$ cat src/design/hbu_pkg.sv
// Shared types and constants for the horizontal blur 2x upscaler.
// Used by the front, the job queue and the back of the unit; no dependencies.
package hbu_pkg;

   localparam int PIX_W     = 32;
   localparam int CH_W      = 8;
   localparam int NUM_CH    = PIX_W / CH_W;
   localparam int ALPHA_W   = 9;
   localparam int COEF_W    = 7;
   localparam int WEIGHT_W  = 9;
   localparam int SUM_W     = 17;
   localparam int WEIGHT_ONE = 256;

   // Job queue between front and back.
   localparam int JOB_DEPTH = 4;
   localparam int JOB_PTR_W = $clog2(JOB_DEPTH);
   localparam int JOB_CNT_W = $clog2(JOB_DEPTH + 1);

   // Result queue inside the back.
   localparam int RSP_DEPTH = 2;
   localparam int RSP_CNT_W = $clog2(RSP_DEPTH + 1);

   // One pending output pair: its pixel and both neighbors.
   typedef struct packed {
      logic [PIX_W-1:0] left;
      logic [PIX_W-1:0] mid;
      logic [PIX_W-1:0] right;
      logic             last;
   } hbu_job_type;

   // Up to two jobs written by the front in one cycle.
   typedef struct packed {
      logic [1:0]  num;
      hbu_job_type job0;
      hbu_job_type job1;
   } hbu_push_type;

   // Head of the job queue as seen by the back.
   typedef struct packed {
      logic        valid;
      hbu_job_type job;
   } hbu_head_type;

   // One finished output pair.
   typedef struct packed {
      logic [PIX_W-1:0] even;
      logic [PIX_W-1:0] odd;
      logic             last;
   } hbu_rsp_type;

endpackage

$ cat src/design/horizontal_blur_upscale_2x_unit.sv
// Horizontal 2x upscaler with blur: each 32-bit source pixel becomes one
// even/odd output pair, blended toward its left and right neighbors with a
// neighbor weight of csr_blur_alpha/4 out of 256. The unit takes one pixel
// per clock and delivers one pair per clock while neither side stalls; a
// pixel's pair leaves once its right neighbor has arrived, and the last
// pixel of a line releases two pairs, so a line of N pixels gives N pairs.
// With both queues empty, a pixel that releases a pair is written into the
// four-entry job queue, and the blend of the queue head is then registered
// into the two-entry result queue, which drives the rsp_ ports. The closing
// pair of a line is queued right behind the pair before it.
// req_full rises only when the output side stalls. Write csr_blur_alpha
// only while no pixels are in flight.
// Depends on hbu_pkg, hbu_front, hbu_job_queue and hbu_back.
module horizontal_blur_upscale_2x_unit (
   input  logic        clock,
   input  logic        reset,
   input  logic        req_push,
   output logic        req_full,
   input  logic [31:0] req_pixel_in,
   input  logic        req_line_end,
   output logic        rsp_empty,
   input  logic        rsp_pop,
   output logic [31:0] rsp_pixel_even,
   output logic [31:0] rsp_pixel_odd,
   output logic        rsp_last_of_line,
   input  logic        csr_write_en,
   input  logic [8:0]  csr_blur_alpha
);
   import hbu_pkg::*;

   hbu_push_type push;
   hbu_head_type head;
   hbu_rsp_type  rsp;
   logic         job_pop;
   logic         accept;

   assign accept = req_push && !req_full;

   // Front: neighbor tracking and job generation.
   hbu_front u_front (
      .clock    (clock),
      .reset    (reset),
      .accept   (accept),
      .pixel_in (req_pixel_in),
      .line_end (req_line_end),
      .push     (push)
   );

   // Queue between front and back.
   hbu_job_queue u_queue (
      .clock (clock),
      .reset (reset),
      .push  (push),
      .pop   (job_pop),
      .head  (head),
      .full  (req_full)
   );

   // Back: blend and result queue.
   hbu_back u_back (
      .clock          (clock),
      .reset          (reset),
      .csr_write_en   (csr_write_en),
      .csr_write_data (csr_blur_alpha),
      .head           (head),
      .job_pop        (job_pop),
      .rsp_pop        (rsp_pop),
      .rsp_empty      (rsp_empty),
      .rsp            (rsp)
   );

   assign rsp_pixel_even   = rsp.even;
   assign rsp_pixel_odd    = rsp.odd;
   assign rsp_last_of_line = rsp.last;

endmodule

$ cat src/design/hbu_front.sv
// Front of the upscaler: accepts source pixels, tracks the line neighbors
// and turns each pixel into zero, one or two blend jobs. Uses hbu_pkg.
module hbu_front (
   input  logic                     clock,
   input  logic                     reset,
   input  logic                     accept,
   input  logic [hbu_pkg::PIX_W-1:0] pixel_in,
   input  logic                     line_end,
   output hbu_pkg::hbu_push_type    push
);
   import hbu_pkg::*;

   logic             hold_ff, hold_in;
   logic [PIX_W-1:0] prev_ff, prev_in;
   logic [PIX_W-1:0] curr_ff, curr_in;
   hbu_job_type      mid_job;
   hbu_job_type      end_job;

   // Work out the jobs this pixel releases and the neighbors it leaves.
   always_comb begin
      hold_in = hold_ff;
      prev_in = prev_ff;
      curr_in = curr_ff;
      mid_job = '{left: prev_ff, mid: curr_ff, right: pixel_in, last: 1'b0};
      push    = '0;
      if (accept) begin
         if (hold_ff) begin
            prev_in  = curr_ff;
            curr_in  = pixel_in;
            push.num = 2'd1;
         end else begin
            prev_in  = pixel_in;
            curr_in  = pixel_in;
         end
         hold_in = !line_end;
      end
      end_job = '{left: prev_in, mid: curr_in, right: curr_in, last: 1'b1};
      // The held pair goes first; the closing pair follows it on a line end.
      push.job0 = hold_ff ? mid_job : end_job;
      push.job1 = end_job;
      if (accept && line_end) begin
         push.num = push.num + 2'd1;
      end
   end

   // Neighbor registers; only the hold flag needs reset.
   always_ff @(posedge clock) begin
      if (reset) begin
         hold_ff <= 1'b0;
      end else begin
         hold_ff <= hold_in;
      end
      prev_ff <= prev_in;
      curr_ff <= curr_in;
   end

endmodule

$ cat src/design/hbu_job_queue.sv
// Short queue of blend jobs between the front and the back. Takes up to two
// jobs a cycle and gives one when the back pops. Uses hbu_pkg.
module hbu_job_queue (
   input  logic                  clock,
   input  logic                  reset,
   input  hbu_pkg::hbu_push_type push,
   input  logic                  pop,
   output hbu_pkg::hbu_head_type head,
   output logic                  full
);
   import hbu_pkg::*;

   hbu_job_type          slot_ff [JOB_DEPTH];
   logic [JOB_PTR_W-1:0] wr_ptr_ff, wr_ptr_in;
   logic [JOB_PTR_W-1:0] rd_ptr_ff, rd_ptr_in;
   logic [JOB_CNT_W-1:0] count_ff, count_in;
   logic [JOB_PTR_W-1:0] wr_next;
   logic                 do_pop;

   // Full means fewer than two free slots, so any accepted pixel fits.
   assign full       = count_ff > JOB_CNT_W'(JOB_DEPTH - 2);
   assign head.valid = count_ff != '0;
   assign head.job   = slot_ff[rd_ptr_ff];
   assign do_pop     = pop && head.valid;
   assign wr_next    = wr_ptr_ff + JOB_PTR_W'(1);

   // Pointer and fill count update.
   always_comb begin
      wr_ptr_in = wr_ptr_ff + JOB_PTR_W'(push.num);
      rd_ptr_in = do_pop ? rd_ptr_ff + JOB_PTR_W'(1) : rd_ptr_ff;
      count_in  = count_ff + JOB_CNT_W'(push.num) - JOB_CNT_W'(do_pop);
   end

   always_ff @(posedge clock) begin
      if (reset) begin
         wr_ptr_ff <= '0;
         rd_ptr_ff <= '0;
         count_ff  <= '0;
      end else begin
         wr_ptr_ff <= wr_ptr_in;
         rd_ptr_ff <= rd_ptr_in;
         count_ff  <= count_in;
      end
   end

   // Job storage; the second job lands in the slot after the first.
   always_ff @(posedge clock) begin
      if (push.num != 2'd0) begin
         slot_ff[wr_ptr_ff] <= push.job0;
      end
      if (push.num == 2'd2) begin
         slot_ff[wr_next] <= push.job1;
      end
   end

endmodule

$ cat src/design/hbu_back.sv
// Back of the upscaler: holds the blur weight, blends one job a cycle into
// an output pair while the result queue has room or frees one, and keeps
// finished pairs in a two-entry result queue. Uses hbu_pkg.
module hbu_back (
   input  logic                       clock,
   input  logic                       reset,
   input  logic                       csr_write_en,
   input  logic [hbu_pkg::ALPHA_W-1:0] csr_write_data,
   input  hbu_pkg::hbu_head_type      head,
   output logic                       job_pop,
   input  logic                       rsp_pop,
   output logic                       rsp_empty,
   output hbu_pkg::hbu_rsp_type       rsp
);
   import hbu_pkg::*;

   logic [ALPHA_W-1:0]   alpha_ff;
   hbu_rsp_type          entry_ff [RSP_DEPTH];
   hbu_rsp_type          result;
   logic                 wr_ptr_ff, rd_ptr_ff;
   logic [RSP_CNT_W-1:0] count_ff, count_in;
   logic [COEF_W-1:0]    c1;
   logic                 do_pop;

   // Per-channel (c1*side + (256-c1)*mid) >> 8.
   function automatic logic [PIX_W-1:0] blend(input logic [PIX_W-1:0] side,
                                              input logic [PIX_W-1:0] mid,
                                              input logic [COEF_W-1:0] coef);
      logic [WEIGHT_W-1:0] c2;
      logic [SUM_W-1:0]    sum;
      logic [PIX_W-1:0]    res;
      c2  = WEIGHT_W'(WEIGHT_ONE) - WEIGHT_W'(coef);
      res = '0;
      for (int ch = 0; ch < NUM_CH; ch++) begin
         sum = SUM_W'(coef) * SUM_W'(side[ch*CH_W +: CH_W])
             + SUM_W'(c2) * SUM_W'(mid[ch*CH_W +: CH_W]);
         res[ch*CH_W +: CH_W] = sum[2*CH_W-1:CH_W];
      end
      return res;
   endfunction

   // Blur weight register.
   always_ff @(posedge clock) begin
      if (reset) begin
         alpha_ff <= '0;
      end else if (csr_write_en) begin
         alpha_ff <= csr_write_data;
      end
   end

   assign c1 = alpha_ff[ALPHA_W-1:2];

   // Blend the queue head.
   always_comb begin
      result.even = blend(head.job.left, head.job.mid, c1);
      result.odd  = blend(head.job.right, head.job.mid, c1);
      result.last = head.job.last;
   end

   // A job moves on when the result queue has room or frees one now.
   assign rsp_empty = count_ff == '0;
   assign do_pop    = rsp_pop && !rsp_empty;
   assign job_pop   = head.valid && (count_ff != RSP_CNT_W'(RSP_DEPTH) || do_pop);
   assign rsp       = entry_ff[rd_ptr_ff];
   assign count_in  = count_ff + RSP_CNT_W'(job_pop) - RSP_CNT_W'(do_pop);

   // Result queue control.
   always_ff @(posedge clock) begin
      if (reset) begin
         wr_ptr_ff <= 1'b0;
         rd_ptr_ff <= 1'b0;
         count_ff  <= '0;
      end else begin
         wr_ptr_ff <= wr_ptr_ff ^ job_pop;
         rd_ptr_ff <= rd_ptr_ff ^ do_pop;
         count_ff  <= count_in;
      end
   end

   // Result storage.
   always_ff @(posedge clock) begin
      if (job_pop) begin
         entry_ff[wr_ptr_ff] <= result;
      end
   end

endmodule

$ cat config.mk
export PLATFORM = sky130hd
export DESIGN_NAME = horizontal_blur_upscale_2x_unit
export DESIGN_NICKNAME = d
export VERILOG_FILES = /design/src/design/hbu_pkg.sv /design/src/design/horizontal_blur_upscale_2x_unit.sv /design/src/design/hbu_front.sv /design/src/design/hbu_job_queue.sv /design/src/design/hbu_back.sv
export SDC_FILE = /design/constraint.sdc
export NUM_CORES = 2
export LEC_CHECK = 0
export BUFFER_PORTS_ARGS = -buffer_cell sky130_fd_sc_hd__clkbuf_2
export CAP_MARGIN = 30
export CORE_ASPECT_RATIO = 0.9
export CORE_MARGIN = 4
export CORE_UTILIZATION = 59
export CTS_CLUSTER_DIAMETER = 200
export DETAILED_ROUTE_END_ITERATION = 10
export PLACE_DENSITY = 0.72
export SLEW_MARGIN = 20
export SYNTH_ARGS = -nofsm -noshare
export SYNTH_HDL_FRONTEND = slang
export SYNTH_SLANG_ARGS = --single-unit
$ cat constraint.sdc
create_clock -name clock -period 11.35 [get_ports clock]
set_input_delay 1.135 -clock clock [delete_from_list [all_inputs] [get_ports clock]]
set_output_delay 1.135 -clock clock [all_outputs]
set_load 0.01 [all_outputs]
==> results summary <==
Synthesis produced a netlist with a net count of 6013. Port buffering added 111 buffers. The clock transition at the registers of the reported paths came out at 70 ps. In the synthesized netlist the dominant register cell turns out to be edfxtp_1. The first routing iteration left 3210 violations. The share of synthesized flip-flops with an asynchronous set or reset came out at 0. Setup violations remaining at the end of the flow were counted as 0. The data required time at the worst endpoint is 11740 ps. Setup repair after global routing left no endpoint under its margin. In the final layout, the share of cells above drive strength 1 is 0.0920. The final net count came out at 6019. The minimum clock period came out at 10190 ps. The signal arrival time at the worst endpoint came out at 10580 ps. No sink is reached through more buffers than the 3 on the longest clock path. The post-synthesis sequential element count came out at 603. The tree is rooted in a clkbuf_16. The top-area cell type share of the netlist area is 0.299.

The sum of buffers and inverters on the critical path came out at 6. Across the run, the number of max-cap violations was 0. The transition time of the tightest slew-check pin is 1010 ps. The initial antenna violation count is 11. The final clock skew is 48.8 ps. The remaining number of nets flagged by the antenna check after routing came out at 0.

The element type at the critical path end is a register. The wire length of the first global-routing pass is 203 mm. In this run the tightest slew margin relative to its limit is 0.319. The total number of vias is 36253. The gate count of the mapped netlist came out at 5053. inv_1 is the most common cell in the netlist. Sorting the synthesized cells by how often they occur yields inv_1, nand2_1, edfxtp_1. The sequential standard cell area came out at 0.0172 mm^2. The flow ran to the end, and the final reports show no timing, DRC or antenna violations. The placer's final routability congestion estimate is 0.901. After detailed routing, the average wire length per cell comes to 20.3 um. The number of sinks on the clock net is 603. The synthesized design spends more area on one cell type than any other, namely edfxtp_1. The die is 288 um tall.

The final sum of negative setup slack is 0 ps. The worst hold-check path type is reg -> reg. The most numerous cell type found on the critical path is fa_1. After legalization and detailed placement, the total HPWL measured 89.1 mm. During synthesis, Yosys emitted a total of 0 warnings. The number of hold violations in the final report is 0.

The overall global routing resource usage is 0.279. The post-route clock period utilization is 0.898. By area the synthesized netlist is led by edfxtp_1, fa_1, ha_1, inv_1, nand2_1.

The path type of the worst setup path is reg -> reg. The number of core rows is 102. The worst setup path is launched from a register. The number of I/O pins is 114. The number of buffers added by the clock tree synthesis step came out at 61. The DRC violation count after routing is 0. The per-cell via count in the routed design came out at 5.79.

The buffer count from post-CTS setup fixing is 0. The horizontal die dimension came out at 320 um. The upper clock frequency limit came out at 98.2 MHz. The total of hold buffers inserted after clock tree synthesis came out at 0. The die covers 0.0922 mm^2.

The pin count of the biggest net entering global routing came out at 80. The total area inside the core boundary comes to 0.0864 mm^2. The final count of pins violating max slew is 0. The cell area after technology mapping came out at 0.0516 mm^2. The detailed-router iteration count before antenna repair is 6. The area overhead of the layout relative to synthesis is 7.56%. The CTS H-tree depth came out at 2.

Summed over all layers, the routed wires come to 127 mm. TritonCTS built the clock tree. The synthesized netlist contains 67 unique library cells.

The remaining global-route overflow is 0. In this design, the stage delay of the slowest critical-path cell is 730 ps. The number of fillers in the final layout came out at 6841. Of all nets on the critical path, the largest fanout is 19.

For the worst-skew pair, the clock arrives at the later sink with an insertion delay of 690 ps. After synthesis, the mean cell area works out to 10.2 um^2. The area used by multi-input combinational logic is 0.0308 mm^2. The post-CTS resize count is 0.

The slowest library cell on the worst path is clkinv_1. The cell family with the largest share of critical-path delay is adder cells. The count of flip-flops with a built-in enable after synthesis came out at 514. The sequential fraction of the synthesis area is 0.334. The via count of the first global-routing pass is 36597. The starting utilization of the core area came out at 0.597.
-- metal layers --
layer	global-route usage	wire, um	vias up
li1	-	-	16715
met2	0.433	55900	1557
met5	0	86	-
met1	0.392	54100	17772
met3	0.0828	14500	197
met4	0.0638	2610	12
-- cell usage in the layout (no fill, tap or decap), types with 5 or more instances in the layout --
| master | count |
|---|---|
| a211oi_1 | 10 |
| a21o_1 | 29 |
| a21oi_1 | 185 |
| a31oi_1 | 10 |
| and2_1 | 319 |
| and3_1 | 14 |
| buf_4 | 53 |
| clkbuf_1 | 19 |
| clkbuf_16 | 65 |
| clkbuf_2 | 111 |
| clkbuf_8 | 10 |
| clkinv_1 | 5 |
| clkinv_2 | 7 |
| dfxtp_1 | 78 |
| dfxtp_2 | 7 |
| edfxtp_1 | 514 |
| fa_1 | 486 |
| ha_1 | 425 |
| inv_1 | 751 |
| mux2_2 | 88 |
| mux2i_1 | 97 |
| mux4_2 | 72 |
| nand2_1 | 584 |
| nand2b_1 | 8 |
| nand3_1 | 20 |
| nor2_1 | 354 |
| nor2b_1 | 25 |
| nor3_1 | 32 |
| o21a_1 | 23 |
| o21ai_0 | 321 |
| o21ai_1 | 15 |
| o22ai_1 | 101 |
| or2_2 | 8 |
| or3_1 | 8 |
| xnor2_1 | 106 |
| xor2_1 | 52 |
-- registers in the layout, summed over array words and instances, names as in the netlist, named ones only --
signal / flops
u_front.prev_ff: 32
u_back.count_ff: 2
u_back.alpha_ff: 7
u_queue.rd_ptr_ff: 2
u_back.entry_ff: 130
u_queue.count_ff: 3
u_front.curr_ff: 32
u_front.hold_ff: 1
u_back.rd_ptr_ff: 1
u_queue.slot_ff: 388
u_queue.wr_ptr_ff: 2
u_back.wr_ptr_ff: 1
-- cell type report --
class | instances | area share
sequential | 603 | 0.311
multi-input combinational | 3469 | 0.555
antenna | 4 | 0.000180
timing repair buffer | 171 | 0.0197
inverter | 753 | 0.0510
clock buffer | 94 | 0.0331
clock inverter | 21 | 0.00440
tap | 1144 | 0.0258
-- metrics by stage --
step	utilization	std cells	setup slack [ps]	hold slack, ps	area, um^2
floorplan	-	5053	1470	418	51600
global placement	0.616	6133	1470	430	53300
detailed placement	0.618	6138	1280	460	53400
CTS	0.642	6253	1260	471	55400
global route	0.642	6255	680	493	55500
finish	0.642	6259	1160	468	55500
-- worst register-to-register path, delay by kind of cell, from the launching register on --
kind,cells,cell delay [ps]
simple gates,8,2530
compound gates,4,1040
flops,1,590
fa+ha+maj,9,3880
buf+inv,6,1090
xor+xnor,2,800
-- cells by family (layout without fill, tap and decap cells) --
| logic type | after synthesis | count (layout) | synth area share |
|---|---|---|---|
| multiplexers | 259 | 259 | 0.0705 |
| flip-flops | 603 | 603 | 0.334 |
| XOR/XNOR | 161 | 161 | 0.0281 |
| buffers and inverters | 981 | 1039 | 0.0719 |
| other | 0 | 4 | 0 |
| adder cells (fa/ha/maj) | 913 | 913 | 0.292 |
| AND/OR/NAND/NOR | 1401 | 1401 | 0.124 |
| AO/OA/AOI/OAI | 735 | 735 | 0.0796 |
-- final timing paths --
path / slack [ps] / cells past startpoint / end / start
max: 1160 / 29 / u_back.entry_ff[0][32] / u_back.alpha_ff[2]
min: 470 / 2 / u_queue.slot_ff[0][0] / u_queue.slot_ff[0][0]
max reg2reg: 1160 / 29 / u_back.entry_ff[0][32] / u_back.alpha_ff[2]
min reg2reg: 470 / 2 / u_queue.slot_ff[0][0] / u_queue.slot_ff[0][0]
Power is left out: the tool's default activity adds up to more than one toggle a clock period on the data nets, which glitch-free logic cannot reach.
